`config.mk`:
```
export PLATFORM = sky130hd
export DESIGN_NAME = meter_reply_frame_checker_top_flat
export DESIGN_NICKNAME = d
export VERILOG_FILES = /design/src/hw/rtl/mrfc_pkg.sv /design/src/hw/rtl/mrfc_if.sv /design/src/hw/rtl/meter_reply_frame_checker_top.sv /design/src/flat_wrapper.sv
export VERILOG_INCLUDE_DIRS = /design/src /design/src/hw/rtl
export SDC_FILE = /design/constraint.sdc
export NUM_CORES = 1
export LEC_CHECK = 0
export BUFFER_PORTS_ARGS = -buffer_cell sky130_fd_sc_hd__buf_2
export CAP_MARGIN = 40
export CORE_MARGIN = 3
export CORE_UTILIZATION = 50
export CTS_BUF_LIST = sky130_fd_sc_hd__clkbuf_4 sky130_fd_sc_hd__clkbuf_8
export CTS_CLUSTER_SIZE = 20
export DETAILED_ROUTE_END_ITERATION = 7
export GPL_ROUTABILITY_DRIVEN = 0
export PLACE_DENSITY_LB_ADDON = 0.2
export SLEW_MARGIN = 20
export SYNTH_ARGS = -nofsm -noshare
export SYNTH_HDL_FRONTEND = slang
export SYNTH_SLANG_ARGS = --single-unit
```
`constraint.sdc`:
```
create_clock -name clk -period 2.7 [get_ports clk]
set_clock_uncertainty 0.05 [all_clocks]
set_input_delay 0.675 -clock clk [delete_from_list [all_inputs] [get_ports clk]]
set_output_delay 0.675 -clock clk [all_outputs]
set_load 0.005 [all_outputs]
```
`src/hw/rtl/meter_reply_frame_checker_top_defines.svh`:
```
// Assertion macros for the meter reply frame checker.
// Used by meter_reply_frame_checker_top.sv; depends on nothing else.
`ifndef METER_REPLY_FRAME_CHECKER_TOP_DEFINES_SVH
`define METER_REPLY_FRAME_CHECKER_TOP_DEFINES_SVH

// same-cycle implication, off during reset
`define MRFC_ASSERT_SAME(label, clk, rst_n, ante, cons) \
	label: assert property (@(posedge clk) disable iff (!(rst_n)) (ante) |-> (cons)) \
		else $error("mrfc assertion failed");

// next-cycle implication, off during reset
`define MRFC_ASSERT_NEXT(label, clk, rst_n, ante, cons) \
	label: assert property (@(posedge clk) disable iff (!(rst_n)) (ante) |=> (cons)) \
		else $error("mrfc assertion failed");

`endif

```
`src/hw/rtl/mrfc_pkg.sv`:
```
// Package for the meter reply frame checker: widths, frame constants, status codes.
// No dependencies.
`timescale 1ns / 1ps

package mrfc_pkg;

	localparam int BYTE_W     = 8;
	localparam int ADDR_W     = 48;
	localparam int STATUS_W   = 3;
	localparam int POS_W      = 4;

	localparam int MIN_FRAME_BYTES_DEFAULT = 12;

	localparam logic [BYTE_W-1:0] START_MARK   = 8'h68;
	localparam logic [BYTE_W-1:0] STOP_MARK    = 8'h16;
	localparam logic [POS_W-1:0]  FIRST_POS    = 4'd0;
	localparam logic [POS_W-1:0]  SECOND_START_POS = 4'd7;
	localparam logic [POS_W-1:0]  CONTROL_POS  = 4'd8;
	localparam logic [POS_W-1:0]  POS_MAX      = 4'd15;
	localparam int DIR_BIT      = 7;
	localparam int ABNORMAL_BIT = 6;

	typedef enum logic [STATUS_W-1:0] {
		ST_OK       = 3'd0,
		ST_SHORT    = 3'd1,
		ST_MARKERS  = 3'd2,
		ST_CHECKSUM = 3'd3,
		ST_DIRECTION = 3'd4,
		ST_ABNORMAL = 3'd5,
		ST_ADDRESS  = 3'd6
	} status_t;

endpackage

```
`src/hw/rtl/mrfc_if.sv`:
```
// Handshake interfaces for the frame checker: input byte, result and config write.
// Depends on mrfc_pkg.
`timescale 1ns / 1ps

interface mrfc_in_if import mrfc_pkg::*; ();
	logic              valid;
	logic              ready;
	logic [BYTE_W-1:0] frame_byte;
	logic              is_last;
	modport source (output valid, output frame_byte, output is_last, input ready);
	modport sink (input valid, input frame_byte, input is_last, output ready);
endinterface

interface mrfc_out_if import mrfc_pkg::*; ();
	logic                valid;
	logic                ready;
	logic [STATUS_W-1:0] status;
	logic [BYTE_W-1:0]   error_byte;
	modport source (output valid, output status, output error_byte, input ready);
	modport sink (input valid, input status, input error_byte, output ready);
endinterface

interface mrfc_cfg_if import mrfc_pkg::*; ();
	logic              valid;
	logic              ready;
	logic [ADDR_W-1:0] station_address;
	modport source (output valid, output station_address, input ready);
	modport sink (input valid, input station_address, output ready);
endinterface

```
`src/hw/rtl/meter_reply_frame_checker_top.sv`:
```
// Meter reply frame checker: byte-wise frame validation with one verdict per frame.
// A word enters the input register; the result register takes the verdict as the last
// word leaves it. Throughput: one word per cycle while no last word waits on an unaccepted
// verdict, set by the update of the per-frame state from the input register.
// Reset (arst_n low, asynchronous) clears frame state, address and both valid flags.
// Depends on mrfc_pkg, mrfc_if.sv and meter_reply_frame_checker_top_defines.svh.
`timescale 1ns / 1ps
`include "meter_reply_frame_checker_top_defines.svh"

module meter_reply_frame_checker_top import mrfc_pkg::*; #(
	parameter int MIN_FRAME_BYTES = MIN_FRAME_BYTES_DEFAULT
) (
	input  logic        clk,
	input  logic        arst_n,
	mrfc_in_if.sink     in_ch,
	mrfc_out_if.source  out_ch,
	mrfc_cfg_if.sink    cfg
);

	localparam logic [POS_W-1:0] SHORT_LIMIT = POS_W'(MIN_FRAME_BYTES - 1);

	logic [ADDR_W-1:0] addr_q;

	logic              valid_s1;
	logic [BYTE_W-1:0] byte_s1;
	logic              last_s1;

	logic [POS_W-1:0]  pos_q;
	logic [BYTE_W-1:0] sum_q;
	logic [BYTE_W-1:0] rb0_q;
	logic [BYTE_W-1:0] rb1_q;
	logic [BYTE_W-1:0] ctrl_q;
	logic              start_ok_q;
	logic              addr_ok_q;

	logic                out_valid_q;
	logic [STATUS_W-1:0] status_q;
	logic [BYTE_W-1:0]   err_q;

	logic              adv_s1;
	logic [BYTE_W-1:0] want;
	logic              in_addr;
	logic              start_ok_n;
	logic              addr_ok_n;
	logic [BYTE_W-1:0] ctrl_n;
	status_t           status_n;
	logic [BYTE_W-1:0] err_n;

	assign cfg.ready = 1'b1;

	always_ff @(posedge clk or negedge arst_n) begin
		if (!arst_n) begin
			addr_q <= '0;
		end else if (cfg.valid && cfg.ready) begin
			addr_q <= cfg.station_address;
		end
	end

	assign adv_s1      = valid_s1 && (!last_s1 || !out_valid_q || out_ch.ready);
	assign in_ch.ready = !valid_s1 || adv_s1;

	always_ff @(posedge clk or negedge arst_n) begin
		if (!arst_n) begin
			valid_s1 <= 1'b0;
		end else if (in_ch.ready) begin
			valid_s1 <= in_ch.valid;
		end
	end

	always_ff @(posedge clk) begin
		if (in_ch.valid && in_ch.ready) begin
			byte_s1 <= in_ch.frame_byte;
			last_s1 <= in_ch.is_last;
		end
	end

	always_comb begin
		unique case (pos_q)
			4'd1:    want = addr_q[7:0];
			4'd2:    want = addr_q[15:8];
			4'd3:    want = addr_q[23:16];
			4'd4:    want = addr_q[31:24];
			4'd5:    want = addr_q[39:32];
			4'd6:    want = addr_q[47:40];
			default: want = '0;
		endcase
	end

	assign in_addr    = (pos_q >= 4'd1) && (pos_q <= 4'd6);
	assign start_ok_n = start_ok_q &&
		!(((pos_q == FIRST_POS) || (pos_q == SECOND_START_POS)) && (byte_s1 != START_MARK));
	assign addr_ok_n  = addr_ok_q && !(in_addr && (byte_s1 != want));
	assign ctrl_n     = (pos_q == CONTROL_POS) ? byte_s1 : ctrl_q;

	always_comb begin
		err_n = '0;
		priority if (pos_q < SHORT_LIMIT) begin
			status_n = ST_SHORT;
		end else if (!start_ok_n || (byte_s1 != STOP_MARK)) begin
			status_n = ST_MARKERS;
		end else if (sum_q != rb0_q) begin
			status_n = ST_CHECKSUM;
		end else if (!ctrl_n[DIR_BIT]) begin
			status_n = ST_DIRECTION;
		end else if (ctrl_n[ABNORMAL_BIT]) begin
			status_n = ST_ABNORMAL;
			err_n    = rb1_q;
		end else if (!addr_ok_n) begin
			status_n = ST_ADDRESS;
		end else begin
			status_n = ST_OK;
		end
	end

	always_ff @(posedge clk or negedge arst_n) begin
		if (!arst_n) begin
			pos_q      <= '0;
			sum_q      <= '0;
			rb0_q      <= '0;
			rb1_q      <= '0;
			ctrl_q     <= '0;
			start_ok_q <= 1'b1;
			addr_ok_q  <= 1'b1;
		end else if (adv_s1) begin
			if (last_s1) begin
				pos_q      <= '0;
				sum_q      <= '0;
				rb0_q      <= '0;
				rb1_q      <= '0;
				ctrl_q     <= '0;
				start_ok_q <= 1'b1;
				addr_ok_q  <= 1'b1;
			end else begin
				if (pos_q != POS_MAX) begin
					pos_q <= pos_q + 4'd1;
				end
				sum_q      <= sum_q + rb0_q;
				rb0_q      <= byte_s1;
				rb1_q      <= rb0_q;
				ctrl_q     <= ctrl_n;
				start_ok_q <= start_ok_n;
				addr_ok_q  <= addr_ok_n;
			end
		end
	end

	always_ff @(posedge clk or negedge arst_n) begin
		if (!arst_n) begin
			out_valid_q <= 1'b0;
		end else if (adv_s1 && last_s1) begin
			out_valid_q <= 1'b1;
		end else if (out_ch.ready) begin
			out_valid_q <= 1'b0;
		end
	end

	always_ff @(posedge clk) begin
		if (adv_s1 && last_s1) begin
			status_q <= status_n;
			err_q    <= err_n;
		end
	end

	assign out_ch.valid      = out_valid_q;
	assign out_ch.status     = status_q;
	assign out_ch.error_byte = err_q;

	`MRFC_ASSERT_SAME(a_status_range, clk, arst_n, out_ch.valid, out_ch.status != 3'd7)
	`MRFC_ASSERT_SAME(a_err_only_abnormal, clk, arst_n, out_ch.valid && (out_ch.error_byte != '0),
		out_ch.status == ST_ABNORMAL)
	`MRFC_ASSERT_NEXT(a_frame_clear, clk, arst_n, adv_s1 && last_s1,
		(pos_q == '0) && (sum_q == '0) && start_ok_q && addr_ok_q)
	`MRFC_ASSERT_SAME(a_stall_cause, clk, arst_n, !in_ch.ready,
		valid_s1 && last_s1 && out_valid_q && !out_ch.ready)

endmodule

```
`src/flat_wrapper.sv`:
```
// flat-port wrapper written by rule: the top's interface ports become plain ports
module meter_reply_frame_checker_top_flat import mrfc_pkg::*;
#(
	parameter int MIN_FRAME_BYTES = MIN_FRAME_BYTES_DEFAULT
)
  (clk, arst_n, in_ch_valid, in_ch_frame_byte, in_ch_is_last, in_ch_ready, out_ch_valid, out_ch_status, out_ch_error_byte, out_ch_ready, cfg_valid, cfg_station_address, cfg_ready);
  mrfc_in_if in_ch_i ();
  mrfc_out_if out_ch_i ();
  mrfc_cfg_if cfg_i ();
  input  logic clk;
  input  logic arst_n;
  input wire logic [$bits(in_ch_i.valid)-1:0] in_ch_valid;
  input wire logic [$bits(in_ch_i.frame_byte)-1:0] in_ch_frame_byte;
  input wire logic [$bits(in_ch_i.is_last)-1:0] in_ch_is_last;
  output wire logic [$bits(in_ch_i.ready)-1:0] in_ch_ready;
  output wire logic [$bits(out_ch_i.valid)-1:0] out_ch_valid;
  output wire logic [$bits(out_ch_i.status)-1:0] out_ch_status;
  output wire logic [$bits(out_ch_i.error_byte)-1:0] out_ch_error_byte;
  input wire logic [$bits(out_ch_i.ready)-1:0] out_ch_ready;
  input wire logic [$bits(cfg_i.valid)-1:0] cfg_valid;
  input wire logic [$bits(cfg_i.station_address)-1:0] cfg_station_address;
  output wire logic [$bits(cfg_i.ready)-1:0] cfg_ready;
  assign in_ch_i.valid = in_ch_valid;
  assign in_ch_i.frame_byte = in_ch_frame_byte;
  assign in_ch_i.is_last = in_ch_is_last;
  assign in_ch_ready = in_ch_i.ready;
  assign out_ch_valid = out_ch_i.valid;
  assign out_ch_status = out_ch_i.status;
  assign out_ch_error_byte = out_ch_i.error_byte;
  assign out_ch_i.ready = out_ch_ready;
  assign cfg_i.valid = cfg_valid;
  assign cfg_i.station_address = cfg_station_address;
  assign cfg_ready = cfg_i.ready;
  meter_reply_frame_checker_top #(.MIN_FRAME_BYTES(MIN_FRAME_BYTES)) u_core (.clk(clk), .arst_n(arst_n), .in_ch(in_ch_i), .out_ch(out_ch_i), .cfg(cfg_i));
endmodule
```
Word level (Yosys, flattened, before mapping)
Cells that the tools add are included.
- bitwise gates (word level): 2
- muxes and demuxes: 17
- $add $sub $neg: 2
- equal/unequal tests: 13
- order comparisons: 3
- reductions and logical operators: 25
- operators by type and width (operator ; count):
    $pmux W8 S6 ; 1
    $mux W8 ; 5
    $eq A4 B3 Y1 const B ; 4
    $ne A8 B8 Y1 ; 2
    $mux W3 ; 3
    $add A8 B8 Y8 ; 1
    $eq A4 B2 Y1 const B ; 2
    $logic_and A1 B1 Y1 ; 8
    $mux W4 ; 2
    $ne A8 B5 Y1 const B ; 1
    $ne A8 B7 Y1 const B ; 1
    $logic_not A1 Y1 ; 6
    $logic_or A1 B1 Y1 ; 5
    $reduce_or A5 Y1 ; 1
    $add A4 B1 Y4 const B ; 1
    $eq A4 B1 Y1 const B ; 1
    $eq A4 B4 Y1 const B ; 1
    $ge A4 B1 Y1 const B ; 1
    $le A4 B3 Y1 const B ; 1
    $logic_not A4 Y1 ; 1
    $lt A4 B4 Y1 const B ; 1
    $mux W1 ; 4
    $mux W2 ; 2
    $ne A4 B4 Y1 const B ; 1
    other kinds (4) ; 6
- register bits after elaboration: 102
- output and inout bits: 14
- logic and storage cells: 77
- input port bits: 62

Depth between registers and ports, before layout
- depth after elaboration: 11
- gate-level depth with buffers: 10
- mapped depth without buffers: 8

Least setup slack after synthesis
OpenSTA, ideal clock, no wires.
- path type: flip-flop to flip-flop
- from: register u_core.pos_q[0]
- to: register u_core.addr_ok_q
- arrival time: 2.072 ns
- required time: 2.586 ns
- buffers on the path: 2
- path slack: 0.514 ns
- cell stages (with the launch flop): 11
- clock period less this slack: 2.186 ns
- library setup time: 0.064 ns
- cells stage by stage: dfrtp_1 -> inv_1 -> ha_1 -> buf_6 -> buf_12 -> a22oi_2 -> a32o_1 -> a222oi_1 -> o211ai_1 -> a2111o_1 -> nand3_1
- word-level cells in the longest chain between the ends: 7
- elaborated cells between the ends (all ways): 15
- classes of those cells: order compare (2); eq/ne (7); mux (2); reduce/logical (4)
- ends and longest elaborated chain (item ; line ; RTL):
    from (decl) ; meter_reply_frame_checker_top.sv:28 ; logic [POS_W-1:0] pos_q;
    from (signal assigned) ; meter_reply_frame_checker_top.sv:135 ; pos_q <= pos_q + 4'd1;
    $eq A4 B3 Y1 (tied with other cells) ; meter_reply_frame_checker_top.sv:78 ; unique case (pos_q)
    $pmux W8 S6 ; meter_reply_frame_checker_top.sv:78 ;
    $ne A8 B8 Y1 ; meter_reply_frame_checker_top.sv:92 ; assign addr_ok_n = addr_ok_q && !(in_addr && (byte_s1 != want));
    $logic_and A1 B1 Y1 (*) ; meter_reply_frame_checker_top.sv:92 ;
    $logic_not A1 Y1 (*) ; meter_reply_frame_checker_top.sv:92 ;
    $logic_and A1 B1 Y1 (*) ; meter_reply_frame_checker_top.sv:92 ;
    $mux W1 (*) ; meter_reply_frame_checker_top.sv:125 ; if (last_s1) begin
    to (signal assigned) ; meter_reply_frame_checker_top.sv:142 ; addr_ok_q <= addr_ok_n;
    to (decl) ; meter_reply_frame_checker_top.sv:34 ; logic addr_ok_q;
Mark *: on every way between the ends. The rest lies on a longest branch, timed or not.
A chain may end at the register's enable or synchronous reset.

Worst setup path after layout
- from: register u_core.pos_q[1]
- to: register u_core.addr_ok_q
The elaborated chain is that of the path after synthesis.

==> impl_metrics.tcl <==
set metrics [dict create \
    status "finished, final reports clean" \
    n_antenna_cell 0 \
    dieHeight_um 104.6 \
    async_reset_ff_share_pct 80.39 \
    yosys.area_share.simple_pct 12.77 \
    fin_util_pct 58.90 \
    cp_slowest_cell "dfrtp_1" \
    yosys.area.top_type "dfrtp_1" \
    grt_pass1_wl_mm 16.75 \
    place_ws_ns 0.2226 \
    slew_viol_final 0 \
    hold_viol 0 \
    required_ns 2.97 \
    tritoncts "built" \
    postCtsHoldBufs 0 \
    relSlewSlack_pct 58.10 \
    cts-root-buf "clkbuf_8" \
    dpl.hpwl_mm 7.290 \
    wirelength_mm 10.01 \
    die_w_um 104.6 \
    cp_cell_sequence "inv_1, ha_1, buf_4, a22oi_1, a32o_1, a222oi_1, o211ai_1, a2111o_1, nand3_1" \
    ios 76 \
    vias 3350 \
    setup_violations 0 \
    synth-edff-count 20 \
    cp.buffers_inverters 2 \
    postRouteAntennaNets 0 \
    p_per_area_nw_per_um2 649.9 \
    fin_ws_ns 0.1835 \
    ys_seq_area_share_pct 54.65 \
    leakage_nw 2.434 \
    crit_type "reg2reg" \
    synth_nets 467 \
    r2r_end "u_core.addr_ok_q" \
    reg2reg_from "u_core.pos_q[1]" \
    grt_usage_pct 19.11 \
    hold_path_class "in2async" \
    synth-xor-area-share_pct 1.082 \
    synthTopCellsByCount "dfrtp_1, mux2_2, nand2_1" \
    maxCapViolations 0 \
    yosysMostFrequentCell "dfrtp_1" \
    peakVddDrop_v 0.0003514 \
    core_um2 9328 \
    ys.flop_type "dfrtp_1" \
    initial_core_util_pct 52.09 \
    synth.area.top_cells "dfrtp_1, edfxtp_1, mux2_2" \
    drc_errors 0 \
    nets 537 \
    fillers 760 \
    grt_max_degree 49 \
    layout-drive-gt1-share_pct 35.12 \
    firstDrtPassIters 5 \
    tightest_slew_ns 0.6285 \
    synth_top_area_share_pct 41.21 \
    yosys.area_share.adder_pct 3.502 \
    avgRoutedWirePerCell_um 16.80 \
    syn_area_per_cell_um2 12.39 \
    path_delay_family "compound AO/OA/AOI/OAI gates" \
    clockBufferDepth 2 \
    critPathCaptureType "register" \
    fmax_mhz 397.4 \
    clock_latency_ns 0.36 \
    fin_crit_sh_pct 93.20 \
    start_kind "register" \
    reg2reg_depth 9 \
    fin_crit_ns 2.516 \
    first_iter_violations 218 \
    syn_to_final_growth_pct 13.08 \
    first_global_vias 3324 \
    die-area_um2 10940 \
    tns_ns 0 \
    placementRows 35 \
    critPathMaxFanout 11 \
    antenna_found_initial 0 \
    synth_cell_types 61 \
    synthCells 392 \
    rsz0062_at_grt "no" \
    clk_pin_slew_ns 0.10 \
    arrival_ns 2.78 \
    ff2ff_setup_slack_ns 0.18 \
    cts_setup_buffers 0 \
    htreeDepth 3 \
    clock_sinks 102 \
    synth_warnings 0 \
    synth_top_family_by_area "multiplexers" \
    syn_area_um2 4858 \
    ys_seq_elements 102 \
    grt.overflow.total 0 \
    synth_compound_area_share_pct 10.64 \
    cts_buffers 9 \
    synthMuxAreaShare_pct 13.31 \
    port_buffers 74 \
    slowest_delay_ns 0.44 \
    viasPerCell 5.621 \
]
## sequential cells by signal, summed over array words and instances, names as in the netlist
signal,cells
u_core.addr_ok_q,1
u_core.addr_q,48
u_core.byte_s1,8
u_core.ctrl_q,2
u_core.last_s1,1
u_core.out_ch.error_byte,8
u_core.out_ch.status,3
u_core.out_ch.valid,1
u_core.pos_q,4
u_core.rb0_q,8
u_core.rb1_q,8
u_core.start_ok_q,1
u_core.sum_q,8
u_core.valid_s1,1
## power breakdown
part,internal (mW),total [mW],switching (mW)
registers,1.74,1.89,0.152
logic,0.383,0.753,0.370
clock network,0.376,0.923,0.548
total,2.50,3.57,1.07
## repair_timing
item,CTS,global route
endpoints found under the hold margin,0,0
setup endpoints to repair,0,1
resized for setup,0,1
## cells by family (layout without fill, tap and decap cells)
family	Yosys count	in the layout
flip-flops	102	102
other	1	1
buffers and inverters	30	105
XOR/XNOR	6	6
AND/OR/NAND/NOR	116	116
multiplexers	58	58
AO/OA/AOI/OAI	66	66
adder cells (fa/ha/maj)	13	13
## worst max-delay path by stage
stage | startpoint | end | slack [ns] | cells past startpoint
6_report | u_core.pos_q[1] | u_core.addr_ok_q | 0.18 | 9
5_1_grt | u_core.pos_q[0] | u_core.addr_ok_q | 0.01 | 8
4_1_cts | u_core.pos_q[0] | u_core.addr_ok_q | 0.18 | 9
3_5_place_dp | u_core.pos_q[0] | u_core.addr_ok_q | 0.22 | 9
3_3_place_gp | u_core.pos_q[0] | u_core.addr_ok_q | 0.32 | 8
2_1_floorplan | u_core.pos_q[0] | u_core.addr_ok_q | 0.51 | 10
## cells in the final DEF (no fill, tap or decap), types with 2 or more instances in the layout
cell,count
a21o_1,2
a21oi_1,10
a222oi_1,14
a22o_1,3
a22oi_1,4
a32o_1,2
and2_1,10
buf_2,73
buf_4,9
clkbuf_8,10
clkinv_4,2
dfrtp_1,80
dfstp_2,2
edfxtp_1,20
ha_1,11
inv_1,6
inv_6,2
mux2_2,53
mux2i_1,5
nand2_1,49
nand2b_1,3
nand3_1,6
nand3b_1,20
nor2_1,11
nor3_1,3
nor4_1,2
o211ai_1,2
o21a_1,2
o21ai_0,8
o21bai_1,2
o22a_2,2
o22ai_1,2
o31ai_1,3
or4_1,2
xnor2_1,6
## per-layer routing
| metal | vias to the layer above | GRT usage [%] | wire length, um |
|---|---|---|---|
| li1 | 1587 | - | - |
| met1 | 1631 | 27.18 | 4774 |
| met2 | 117 | 29.11 | 4483 |
| met3 | 15 | 4.880 | 646 |
| met4 | 0 | 5.717 | 107 |
| met5 | - | 0 | 0 |
## worst register-to-register path, cell delays in order, from the launching register on
cell and delay, ns:
dfrtp_1 0.44, inv_1 0.15, ha_1 0.32, buf_4 0.23, a22oi_1 0.09, a32o_1 0.26
a222oi_1 0.30, o211ai_1 0.14, a2111o_1 0.40, nand3_1 0.08
## layout make-up
class	count	area (um2)	area share, %
repair buffers	83	452.9	8.244
clock buffers	10	137.6	2.505
inverters	6	22.52	0.4099
multi-input cells	260	2013	36.64
well taps	129	161.4	2.938
flip-flops and latches	102	2655	48.33
clock inverters	6	51.30	0.9337
## metrics by stage
step / hold slack, ns / power (mW) / std cells / instance area [um2]
2_1_floorplan: 0.3294 / 2.459 / 392 / 4858
3_3_place_gp: 0.3940 / 2.639 / 580 / 5303
3_5_place_dp: 0.4010 / 2.672 / 580 / 5303
4_1_cts: 0.2150 / 3.594 / 596 / 5492
5_1_grt: 0.2265 / 3.764 / 596 / 5494
6_report: 0.2074 / 3.571 / 596 / 5494
(Power assumes the default switching activity.)
